[src/hdl/aip_pkg.sv]
// ----------------------------------------------------------------------------
// aip_pkg
// Types and constants shared by the ASCII integer parser.
// ----------------------------------------------------------------------------
package aip_pkg;

    localparam int unsigned ValueWidth = 64;
    localparam int unsigned BaseWidth  = 5;
    localparam int unsigned CountWidth = 8;

    // parse_mode codes
    localparam logic [1:0] MODE_AUTO     = 2'd0;
    localparam logic [1:0] MODE_UNSIGNED = 2'd1;
    localparam logic [1:0] MODE_SIGNED   = 2'd2;

    // register indexes (byte address = 8 * index)
    localparam logic [1:0] REG_PARSE_MODE = 2'd0;
    localparam logic [1:0] REG_FIXED_BASE = 2'd1;
    localparam logic [1:0] REG_MAX_VALUE  = 2'd2;

    // radix values
    localparam logic [BaseWidth-1:0] BASE_MIN = 5'd2;
    localparam logic [BaseWidth-1:0] BASE_OCT = 5'd8;
    localparam logic [BaseWidth-1:0] BASE_DEC = 5'd10;
    localparam logic [BaseWidth-1:0] BASE_MAX = 5'd16;

    // characters
    localparam logic [7:0] CH_ZERO  = 8'h30;  // '0'
    localparam logic [7:0] CH_NINE  = 8'h39;  // '9'
    localparam logic [7:0] CH_LA    = 8'h61;  // 'a'
    localparam logic [7:0] CH_LZ    = 8'h7a;  // 'z'
    localparam logic [7:0] CH_UA    = 8'h41;  // 'A'
    localparam logic [7:0] CH_UZ    = 8'h5a;  // 'Z'
    localparam logic [7:0] CH_LX    = 8'h78;  // 'x'
    localparam logic [7:0] CH_UX    = 8'h58;  // 'X'
    localparam logic [7:0] CH_LB    = 8'h62;  // 'b'
    localparam logic [7:0] CH_UB    = 8'h42;  // 'B'
    localparam logic [7:0] CH_MINUS = 8'h2d;  // '-'
    localparam logic [7:0] CH_PLUS  = 8'h2b;  // '+'

    localparam logic [5:0] DIGIT_NONE = 6'h3f;

    typedef enum logic [2:0] {
        PH_SIGN   = 3'd0,
        PH_PEEK   = 3'd1,
        PH_ZERO   = 3'd2,
        PH_DIGITS = 3'd3,
        PH_DONE   = 3'd4
    } phase_t;

    typedef struct packed {
        logic [7:0] char_code;
        logic       new_string;
    } in_word_t;

    typedef struct packed {
        logic [ValueWidth-1:0] value_bits;
        logic                  finished;
        logic [CountWidth-1:0] chars_consumed;
    } out_word_t;

endpackage

[src/hdl/ascii_integer_parser.sv]
// ----------------------------------------------------------------------------
// ascii_integer_parser
// Streams ASCII bytes in and returns the running integer value per byte.
// ----------------------------------------------------------------------------
// One byte is accepted per clock while out_stall is low, and every byte yields
// one result word that reaches the output through the input register, then
// the result register. The clock
// rate is set by the accumulator loop: a 64 x 5 bit multiply by the radix,
// the digit add and the compare against max_value sit between the input
// register and the state/result registers. Registers sit at byte address
// 8 * index on a 64-bit APB port: parse_mode at 0x00, fixed_base at 0x08,
// max_value at 0x10. Write configuration only while the block is idle.
module ascii_integer_parser
    import aip_pkg::*;
(
    input  logic            clk,
    input  logic            rst_n,
    // byte stream in
    input  logic            in_valid,
    output logic            in_stall,
    input  in_word_t        in_data,
    // results out
    output logic            out_valid,
    input  logic            out_stall,
    output out_word_t       out_data,
    // APB
    input  logic            psel,
    input  logic            penable,
    input  logic            pwrite,
    input  logic [4:0]      paddr,
    input  logic [63:0]     pwdata,
    output logic [63:0]     prdata,
    output logic            pready
);

    // ---------------- configuration ----------------
    logic [1:0]            parse_mode_reg;
    logic [BaseWidth-1:0]  fixed_base_reg;
    logic [ValueWidth-1:0] max_value_reg;
    logic                  cfg_write;

    assign pready    = 1'b1;
    assign cfg_write = psel && penable && pwrite && pready;

    always_ff @(posedge clk or negedge rst_n)
    begin
        if (!rst_n)
        begin
            parse_mode_reg <= MODE_AUTO;
            fixed_base_reg <= BASE_DEC;
            max_value_reg  <= '1;
        end
        else if (cfg_write)
        begin
            case (paddr[4:3])
                REG_PARSE_MODE: parse_mode_reg <= pwdata[1:0];
                REG_FIXED_BASE: fixed_base_reg <= pwdata[BaseWidth-1:0];
                REG_MAX_VALUE:  max_value_reg  <= pwdata;
                default: ;
            endcase
        end
    end

    always_comb
    begin
        case (paddr[4:3])
            REG_PARSE_MODE: prdata = {62'd0, parse_mode_reg};
            REG_FIXED_BASE: prdata = {{(64-BaseWidth){1'b0}}, fixed_base_reg};
            REG_MAX_VALUE:  prdata = max_value_reg;
            default:        prdata = '0;
        endcase
    end

    // ---------------- handshake ----------------
    logic     in_valid_reg;
    in_word_t in_word_reg;
    logic     out_valid_reg;
    logic     out_load;

    // result register frees up when empty or being taken
    assign out_load = in_valid_reg && (!out_valid_reg || !out_stall);
    assign in_stall = in_valid_reg && !out_load;

    always_ff @(posedge clk or negedge rst_n)
    begin
        if (!rst_n)
        begin
            in_valid_reg <= 1'b0;
        end
        else if (!in_stall)
        begin
            in_valid_reg <= in_valid;
        end
    end

    always_ff @(posedge clk)
    begin
        if (!in_stall && in_valid)
        begin
            in_word_reg <= in_data;
        end
    end

    // ---------------- parse state ----------------
    logic [ValueWidth-1:0] acc_reg, acc_next;
    phase_t                phase_reg, phase_next;
    logic                  neg_reg, neg_next;
    logic [BaseWidth-1:0]  base_reg, base_next;
    logic [CountWidth-1:0] count_reg, count_next;
    logic                  fin_next;

    logic [BaseWidth-1:0]  clamp_base;
    logic [7:0]            ch;
    logic [5:0]            digit;
    logic [BaseWidth-1:0]  dig_base;
    logic [ValueWidth+5:0] candidate;
    logic                  take;
    logic                  live;

    assign ch = in_word_reg.char_code;

    always_comb
    begin
        if (fixed_base_reg < BASE_MIN)
            clamp_base = BASE_MIN;
        else if (fixed_base_reg > BASE_MAX)
            clamp_base = BASE_MAX;
        else
            clamp_base = fixed_base_reg;
    end

    always_comb
    begin
        if (ch >= CH_ZERO && ch <= CH_NINE)
            digit = 6'(ch - CH_ZERO);
        else if (ch >= CH_LA && ch <= CH_LZ)
            digit = 6'(ch - CH_LA + 8'd10);
        else if (ch >= CH_UA && ch <= CH_UZ)
            digit = 6'(ch - CH_UA + 8'd10);
        else
            digit = DIGIT_NONE;
    end

    // phases only move forward, so a byte that is passed on without being
    // taken falls into the next section below
    always_comb
    begin
        acc_next   = acc_reg;
        phase_next = phase_reg;
        neg_next   = neg_reg;
        base_next  = base_reg;
        count_next = count_reg;
        fin_next   = 1'b0;
        take       = 1'b0;
        live       = 1'b1;
        dig_base   = BASE_MIN;
        candidate  = '0;

        if (in_word_reg.new_string)
        begin
            acc_next   = '0;
            neg_next   = 1'b0;
            count_next = '0;
            if (parse_mode_reg == MODE_UNSIGNED)
            begin
                base_next  = clamp_base;
                phase_next = PH_DIGITS;
            end
            else
            begin
                base_next  = BASE_DEC;
                phase_next = PH_SIGN;
            end
        end

        if (live && phase_next == PH_SIGN)
        begin
            if (parse_mode_reg != MODE_UNSIGNED && (ch == CH_MINUS || ch == CH_PLUS))
            begin
                if (ch == CH_MINUS)
                    neg_next = 1'b1;
                take = 1'b1;
                live = 1'b0;
            end
            if (parse_mode_reg == MODE_UNSIGNED || parse_mode_reg == MODE_SIGNED)
            begin
                base_next  = clamp_base;
                phase_next = PH_DIGITS;
            end
            else
            begin
                phase_next = PH_PEEK;
            end
        end

        if (live && phase_next == PH_PEEK)
        begin
            if (ch == CH_ZERO)
            begin
                take       = 1'b1;
                live       = 1'b0;
                base_next  = BASE_OCT;
                phase_next = PH_ZERO;
            end
            else
            begin
                base_next  = BASE_DEC;
                phase_next = PH_DIGITS;
            end
        end

        if (live && phase_next == PH_ZERO)
        begin
            phase_next = PH_DIGITS;
            if (ch == CH_LX || ch == CH_UX)
            begin
                base_next = BASE_MAX;
                take      = 1'b1;
                live      = 1'b0;
            end
            else if (ch == CH_LB || ch == CH_UB)
            begin
                base_next = BASE_MIN;
                take      = 1'b1;
                live      = 1'b0;
            end
            else
            begin
                base_next = BASE_OCT;
            end
        end

        if (live && phase_next == PH_DIGITS)
        begin
            if (base_next < BASE_MIN)
                dig_base = BASE_MIN;
            else if (base_next > BASE_MAX)
                dig_base = BASE_MAX;
            else
                dig_base = base_next;
            // acc*b + d <= max  is the same test as  acc <= (max - d) / b
            candidate = (ValueWidth+6)'(acc_next * dig_base)
                      + (ValueWidth+6)'(digit);
            if ({1'b0, digit} < {1'b0, dig_base}
                && candidate <= (ValueWidth+6)'(max_value_reg))
            begin
                acc_next = candidate[ValueWidth-1:0];
                take     = 1'b1;
            end
            else
            begin
                fin_next   = 1'b1;
                phase_next = PH_DONE;
            end
        end

        if (take && count_next != '1)
            count_next = count_next + 1'b1;
    end

    always_ff @(posedge clk or negedge rst_n)
    begin
        if (!rst_n)
        begin
            acc_reg   <= '0;
            phase_reg <= PH_SIGN;
            neg_reg   <= 1'b0;
            base_reg  <= BASE_DEC;
            count_reg <= '0;
        end
        else if (out_load)
        begin
            acc_reg   <= acc_next;
            phase_reg <= phase_next;
            neg_reg   <= neg_next;
            base_reg  <= base_next;
            count_reg <= count_next;
        end
    end

    // ---------------- result register ----------------
    logic [ValueWidth-1:0] mag_out_reg;
    logic                  neg_out_reg;
    logic                  fin_out_reg;
    logic [CountWidth-1:0] count_out_reg;

    always_ff @(posedge clk or negedge rst_n)
    begin
        if (!rst_n)
        begin
            out_valid_reg <= 1'b0;
        end
        else if (!out_valid_reg || !out_stall)
        begin
            out_valid_reg <= in_valid_reg;
        end
    end

    always_ff @(posedge clk)
    begin
        if (out_load)
        begin
            mag_out_reg   <= acc_next;
            neg_out_reg   <= neg_next;
            fin_out_reg   <= fin_next;
            count_out_reg <= count_next;
        end
    end

    assign out_valid = out_valid_reg;

    always_comb
    begin
        out_data.value_bits     = neg_out_reg ? (ValueWidth)'(0) - mag_out_reg : mag_out_reg;
        out_data.finished       = fin_out_reg;
        out_data.chars_consumed = count_out_reg;
    end

endmodule
[config.mk]
export PLATFORM = sky130hd
export DESIGN_NAME = ascii_integer_parser
export DESIGN_NICKNAME = d
export VERILOG_FILES = /design/src/hdl/aip_pkg.sv /design/src/hdl/ascii_integer_parser.sv
export SDC_FILE = /design/constraint.sdc
export NUM_CORES = 1
export LEC_CHECK = 0
export BUFFER_PORTS_ARGS = -buffer_cell sky130_fd_sc_hd__buf_2
export CAP_MARGIN = 10
export CORE_UTILIZATION = 55
export DETAILED_ROUTE_END_ITERATION = 6
export PLACE_DENSITY_LB_ADDON = 0.05
export SYNTH_ARGS = -nofsm -noshare
export SYNTH_HDL_FRONTEND = slang
export SYNTH_SLANG_ARGS = --single-unit
[constraint.sdc]
create_clock -name clk -period 24.3 [get_ports clk]
set_input_delay 4.86 -clock clk [delete_from_list [all_inputs] [get_ports clk]]
set_output_delay 4.86 -clock clk [all_outputs]
set_load 0.02 [all_outputs]
* Word-level counts from Yosys, hierarchy flattened *
Cells that the tools add are included.

operators by class
  reduce and logical (&&, ||, !) cells = 28
  $lt $le $gt $ge = 12
  shift operators = 0
  multiply operators = 1
  muxes and demuxes = 54
  eq/ne operators = 16
  divide/modulo/power cells = 0
  bitwise logic cells = 0
  add/sub/neg operators = 8

operators with widths
  operator               number
  $mux 64                4
  $pmux 64 s3            1
  $add 69x6->70          1
  $le 70x64->1           1
  $mul 64x5->69          1
  $sub 1x64->64 const A  1
  $mux 5                 12
  $eq 8x7->1 const B     4
  $eq 8x6->1 const B     3
  $mux 1                 22
  $mux 3                 6
  $mux 6                 3
  $ge 8x7->1 const B     2
  $le 8x7->1 const B     2
  $mux 8                 2
  $logic_and 1x1->1      14
  $add 6x4->6 const B    2
  $sub 6x6->6 const B    2
  $gt 5x5->1 const B     2
  $lt 5x2->1 const B     2
  $add 8x1->8 const B    1
  $ge 8x6->1 const B     1
  $le 8x6->1 const B     1
  $ne 8x8->1 const B     1
  other kinds (14)       28

word-level totals
  bits in latches = 0
  memories = 0
  memory bits (writable) = 0
  register bits = 237
  bits in read-only memories = 0
  input bits = 85
  output and inout port bits = 140
  logic and storage cells = 135

* Logic depth before layout (Yosys ltp) *
  depth after elaboration = 23
  gate-level depth with buffers = 47

* Worst setup path after synthesis *
OpenSTA, ideal clock, no wires.

  path type = reg2reg
  start = register in_word_reg, in the netlist ch[4]
  end = register count_out_reg[7] (data pin)
  slack = 13.444 ns
  period minus slack after synthesis = 10.856 ns
  arrival = 10.578 ns
  setup time = 0.278 ns
  cell stages (with the launch flop) = 44
  required time = 24.022 ns
  path buffers = 3
  cell sequence = edfxtp_1 > inv_1 > ha_1 > or4b_2 > o31a_1 > a221o_1 > o21ai_0 > nor2_1 > inv_1 > clkbuf_1 > nor2_1 > fa_1 > inv_1 > fa_1 > fa_1 > inv_1 > ha_1 > clkbuf_1 > (+8 left out) > o21bai_1 > a21oi_1 > xor2_1 > inv_1 > ha_1 > a211oi_1 > o21bai_1 > a221oi_1 > and3_1 > a21oi_1 > nor4b_1 > or4b_2 > nor4_1 > o2111a_1 > clkbuf_1 > nor2_1 > o311ai_0 > o41ai_1

on the way
  word-level cells in the longest chain between the ends = 22
  elaborated cells between the ends (all ways) = 69
  those cells by class = add/sub (6); mul (1); order compare (10); eq/ne (9); mux (31); reduce/logical (12)

RTL lines
  what                     RTL line                     text
  from (decl)              ascii_integer_parser.sv:76   in_word_t in_word_reg;
  from (signal assigned)   ascii_integer_parser.sv:100  in_word_reg <= in_data;
  $eq 8x6->1               ascii_integer_parser.sv:178  if (parse_mode_reg != MODE_UNSIGNED && (ch == CH_MINUS || ch == CH_PLUS))
  $logic_or 1x1->1         ascii_integer_parser.sv:178
  $logic_and 1x1->1        ascii_integer_parser.sv:178
  $mux 1                   ascii_integer_parser.sv:178
  $mux 1                   ascii_integer_parser.sv:176  if (live && phase_next == PH_SIGN)
  $logic_and 1x1->1        ascii_integer_parser.sv:196  if (live && phase_next == PH_PEEK)
  $mux 3                   ascii_integer_parser.sv:196
  $eq 3x2->1               ascii_integer_parser.sv:212  if (live && phase_next == PH_ZERO)
  (+7 left out)            --
  $add 69x6->70            ascii_integer_parser.sv:243  + (ValueWidth+6)'(digit);
  $le 70x64->1             ascii_integer_parser.sv:245  && candidate <= (ValueWidth+6)'(max_value_reg))
  $logic_and 1x1->1        ascii_integer_parser.sv:245
  $mux 1                   ascii_integer_parser.sv:244  if ({1'b0, digit} < {1'b0, dig_base}
  $mux 1 *                 ascii_integer_parser.sv:233  if (live && phase_next == PH_DIGITS)
  $logic_and 1x1->1 *      ascii_integer_parser.sv:257  if (take && count_next != '1)
  $mux 8 *                 ascii_integer_parser.sv:257
  named net count_next[7]  ascii_integer_parser.sv:109  logic [CountWidth-1:0] count_reg, count_next;
  to (signal assigned)     ascii_integer_parser.sv:306  count_out_reg <= count_next;
  to (decl)                ascii_integer_parser.sv:285  logic [CountWidth-1:0] count_out_reg;

Mark *: on every way through the listed nets, which the timed path passes. The rest lies on a longest branch. The select of a mux whose other input is x is not followed.
A chain may end at the register's enable or synchronous reset.

* Worst setup path in the final report *
Same ends and word-level chain as after synthesis.

==> impl_results.md <==
- Worst-margin pin slew: between 1 and 1.5 ns
- Post-synthesis async set-or-reset flop share: between 60% and 70%
- Clk_skew: 0.0264 ns
- Gpl congestion: slightly above 0.9
- Worst-path clk slew: around 0.06 ns
- Post-CTS setup buffer count: 0
- Die H: 216 µm
- Synthesized Nets: ~3500
- DRT Pass-1 Iters: 5
- Hold WS: around 0.48 ns
- P_leak: 0.0133 µW
- H-tree lvl count: 1
- Layout cells sized above 1: between 10% and 20%
- Area grow syn2layout: 9.94%
- CP delay by family, top: compound AO/OA/AOI/OAI gates
- Worst vdd ir: 0.0575 mV
- Num rows: 78
- Cts hold-fix bufs: 0
- Met2 wire length: roughly 34000 µm
- IO Pins: ~230
- Vias in the first global route: 21329
- Synthesized area per cell: between 8 and 9 µm²
- Total die area: approximately 0.047 mm²
- Crit Path Class: reg -> reg
- Placed inst area: 0.0268 mm²
- Clk sink count: 237
- Port bufs: between 200 and 250
- First-pass GRT wire length: between 100000 and 150000 µm
- Post_cts resized: 0
- Most used cell, CP: inv_1
- M1 wire length: between 30000 and 40000 µm
- Core area: about 0.045 mm²
- Critical path endpoint category: register
- Max FO, Critical Path: a little over 40
- Nets: about 3600
- Hold WC Path Type: reg -> reg
- Worst endpoint required time: between 20 and 25 ns
- Mapped Area: about 0.025 mm²
- Syn Inst Count: 3011
- Final setup violation count: 0
- Post-synth EDFFs: 83
- Crit start category: register
- Most common cell after layout, fill and taps aside: nand2_1
- Overall Global Routing Usage: 31.2%
- Sequential fraction of the synthesis area: between 20% and 30%
- Ratio of final minimum period to clock period: 60.5%
- Main synth FF type: dfrtp_1
- Status: finished, final reports clean
- Final hold vios: 0
- DRC: 0
- ANT nets after route: 0
- Drt total wl: ~73000 µm
- Initial antenna violation count: 1
- Max Used Layer: met4
- WL/cell: 19.4 µm
- TritonCTS Buffers: 28
- Die W: 216 µm
- CTS root buf: clkbuf_16
- Clk_lat worst skew: 0.60 ns
- DR iter-0 viols: 1731
- Yosys cell types: between 70 and 80
- Initial core utilization: 55.7%
- FF+latch count, synth: around 240
- Worst slew margin: just over 8%
- Final min period: 14.70 ns
- Post-DP HPWL: 57300 µm
- Post-Layout Cell Count: roughly 3800
- Grt ovf: 0
- Fmax: roughly 0.068 GHz
- CTS tree: yes
- Setup tns final: 0 ns
- Post-placement cell count: 3716
- Delay of the slowest cell on the worst path: ~0.75 ns
- Power Density: ~48 mW/mm²
- Max Cap Violations: 0
- Most frequent cells in the layout: nand2_1, inv_1, nor2_1
- Crit path arrival time: about 15 ns
- RSZ-0062 raised after global routing: no
- Antenna diode count: 0
- Max-slew violation count: 0
- Via count: 21789
- Critical-path top delay cell: o2111a_2
- Final instance area: 0.0278 mm²
- Vias per cell: just under 6
- Met3 wire len: ~4200 µm
- Synth warn: 0
- Clock buffer depth: 3
- Largest net degree at the start of global routing: 92
- Critical path buffers and inverters: 8
cell families after synthesis:
kind of cell / count (synthesis) / share of synthesized area, %
AOI/OAI and AO/OA: 565 / 13.7
xor gates and xnor gates: 129 / 4.47
adders and majority gates: 412 / 26.1
buffers and inverters: 521 / 7.79
DFF: 237 / 25.4
muxes: 77 / 3.38
other: 1 / 0.0148
and+or+nand+nor: 1069 / 19.1
worst min-delay path, delay by kind of cell (launching register included):
kind | cells | cell delay (ns)
DFF | 1 | 0.37
AOI/OAI and AO/OA | 1 | 0.07
and+or+nand+nor | 1 | 0.04
stage by stage:
step	worst slack, ns	total power, µW	util (%)
after floorplan	13.44	747	-
after global placement	10.16	869	59.1
after detailed placement	9.97	880	59.1
after CTS	9.91	1330	61.2
after global routing	9.08	1380	61.2
final	9.60	1320	61.2
final cells by class:
class,instances,area [µm²]
Sequential cell,237,6430
Tap cell,600,751
Timing Repair Buffer,245,1290
Multi-Input combinational cell,2253,16900
Clock buffer,37,785
Inverter,381,1440
Clock inverter,15,181
Fill cell,4092,17600
where the power goes:
| group | switching [µW] | internal [µW] | total [µW] | leakage [µW] |
|---|---|---|---|---|
| Sequential | 33.4 | 482 | 515 | 0.00271 |
| Combinational | 255 | 109 | 364 | 0.0101 |
| Clock | 185 | 259 | 444 | 0.000471 |
| Total | 473 | 850 | 1320 | 0.0133 |
cells in the mapped netlist (39+ instances only):
cell type / instances / area share [%]
a21o_1: 43 / 1.3
inv_1: 380 / 5.6
clkbuf_1: 130 / 1.9
nor2b_1: 39 / 0.97
nand2_1: 399 / 5.9
xnor2_1: 98 / 3.4
nand3_1: 54 / 1.1
ha_1: 220 / 11
fa_1: 192 / 15
dfrtp_1: 86 / 8.5
mux2_2: 67 / 3.0
o21ai_0: 229 / 4.5
nand4_1: 43 / 1.1
dfstp_2: 68 / 7.1
and2_1: 64 / 1.6
edfxtp_1: 83 / 9.9
nor2_1: 329 / 4.9
a21oi_1: 124 / 2.5
final timing paths:
| check | slack, ns | cells after the start | startpoint | to |
|---|---|---|---|---|
| worst max-delay path | 9.60 | 43 | ch[4]$_DFFE_PP_ | count_out_reg[7]$_DFFE_PP_ |
| max in group asynchronous | 18.17 | 3 | rst_n | acc_reg[34]$_DFFE_PN0P_ |
| worst max register to register | 9.60 | 43 | ch[4]$_DFFE_PP_ | count_out_reg[7]$_DFFE_PP_ |
| worst min-delay path | 0.48 | 2 | base_reg[3]$_DFFE_PN1P_ | base_reg[3]$_DFFE_PN1P_ |
| min in group asynchronous | 4.20 | 1 | rst_n | in_valid_reg$_DFFE_PN0N_ |
| worst min register to register | 0.48 | 2 | base_reg[3]$_DFFE_PN1P_ | base_reg[3]$_DFFE_PN1P_ |
per-layer routing:
metal	vias up	GRT usage [%]
met5	-	0
met4	0	9.72
met3	120	4.01
met2	680	50.8
met1	10683	43.4
li1	10306	-
(Power assumes the default switching activity.)
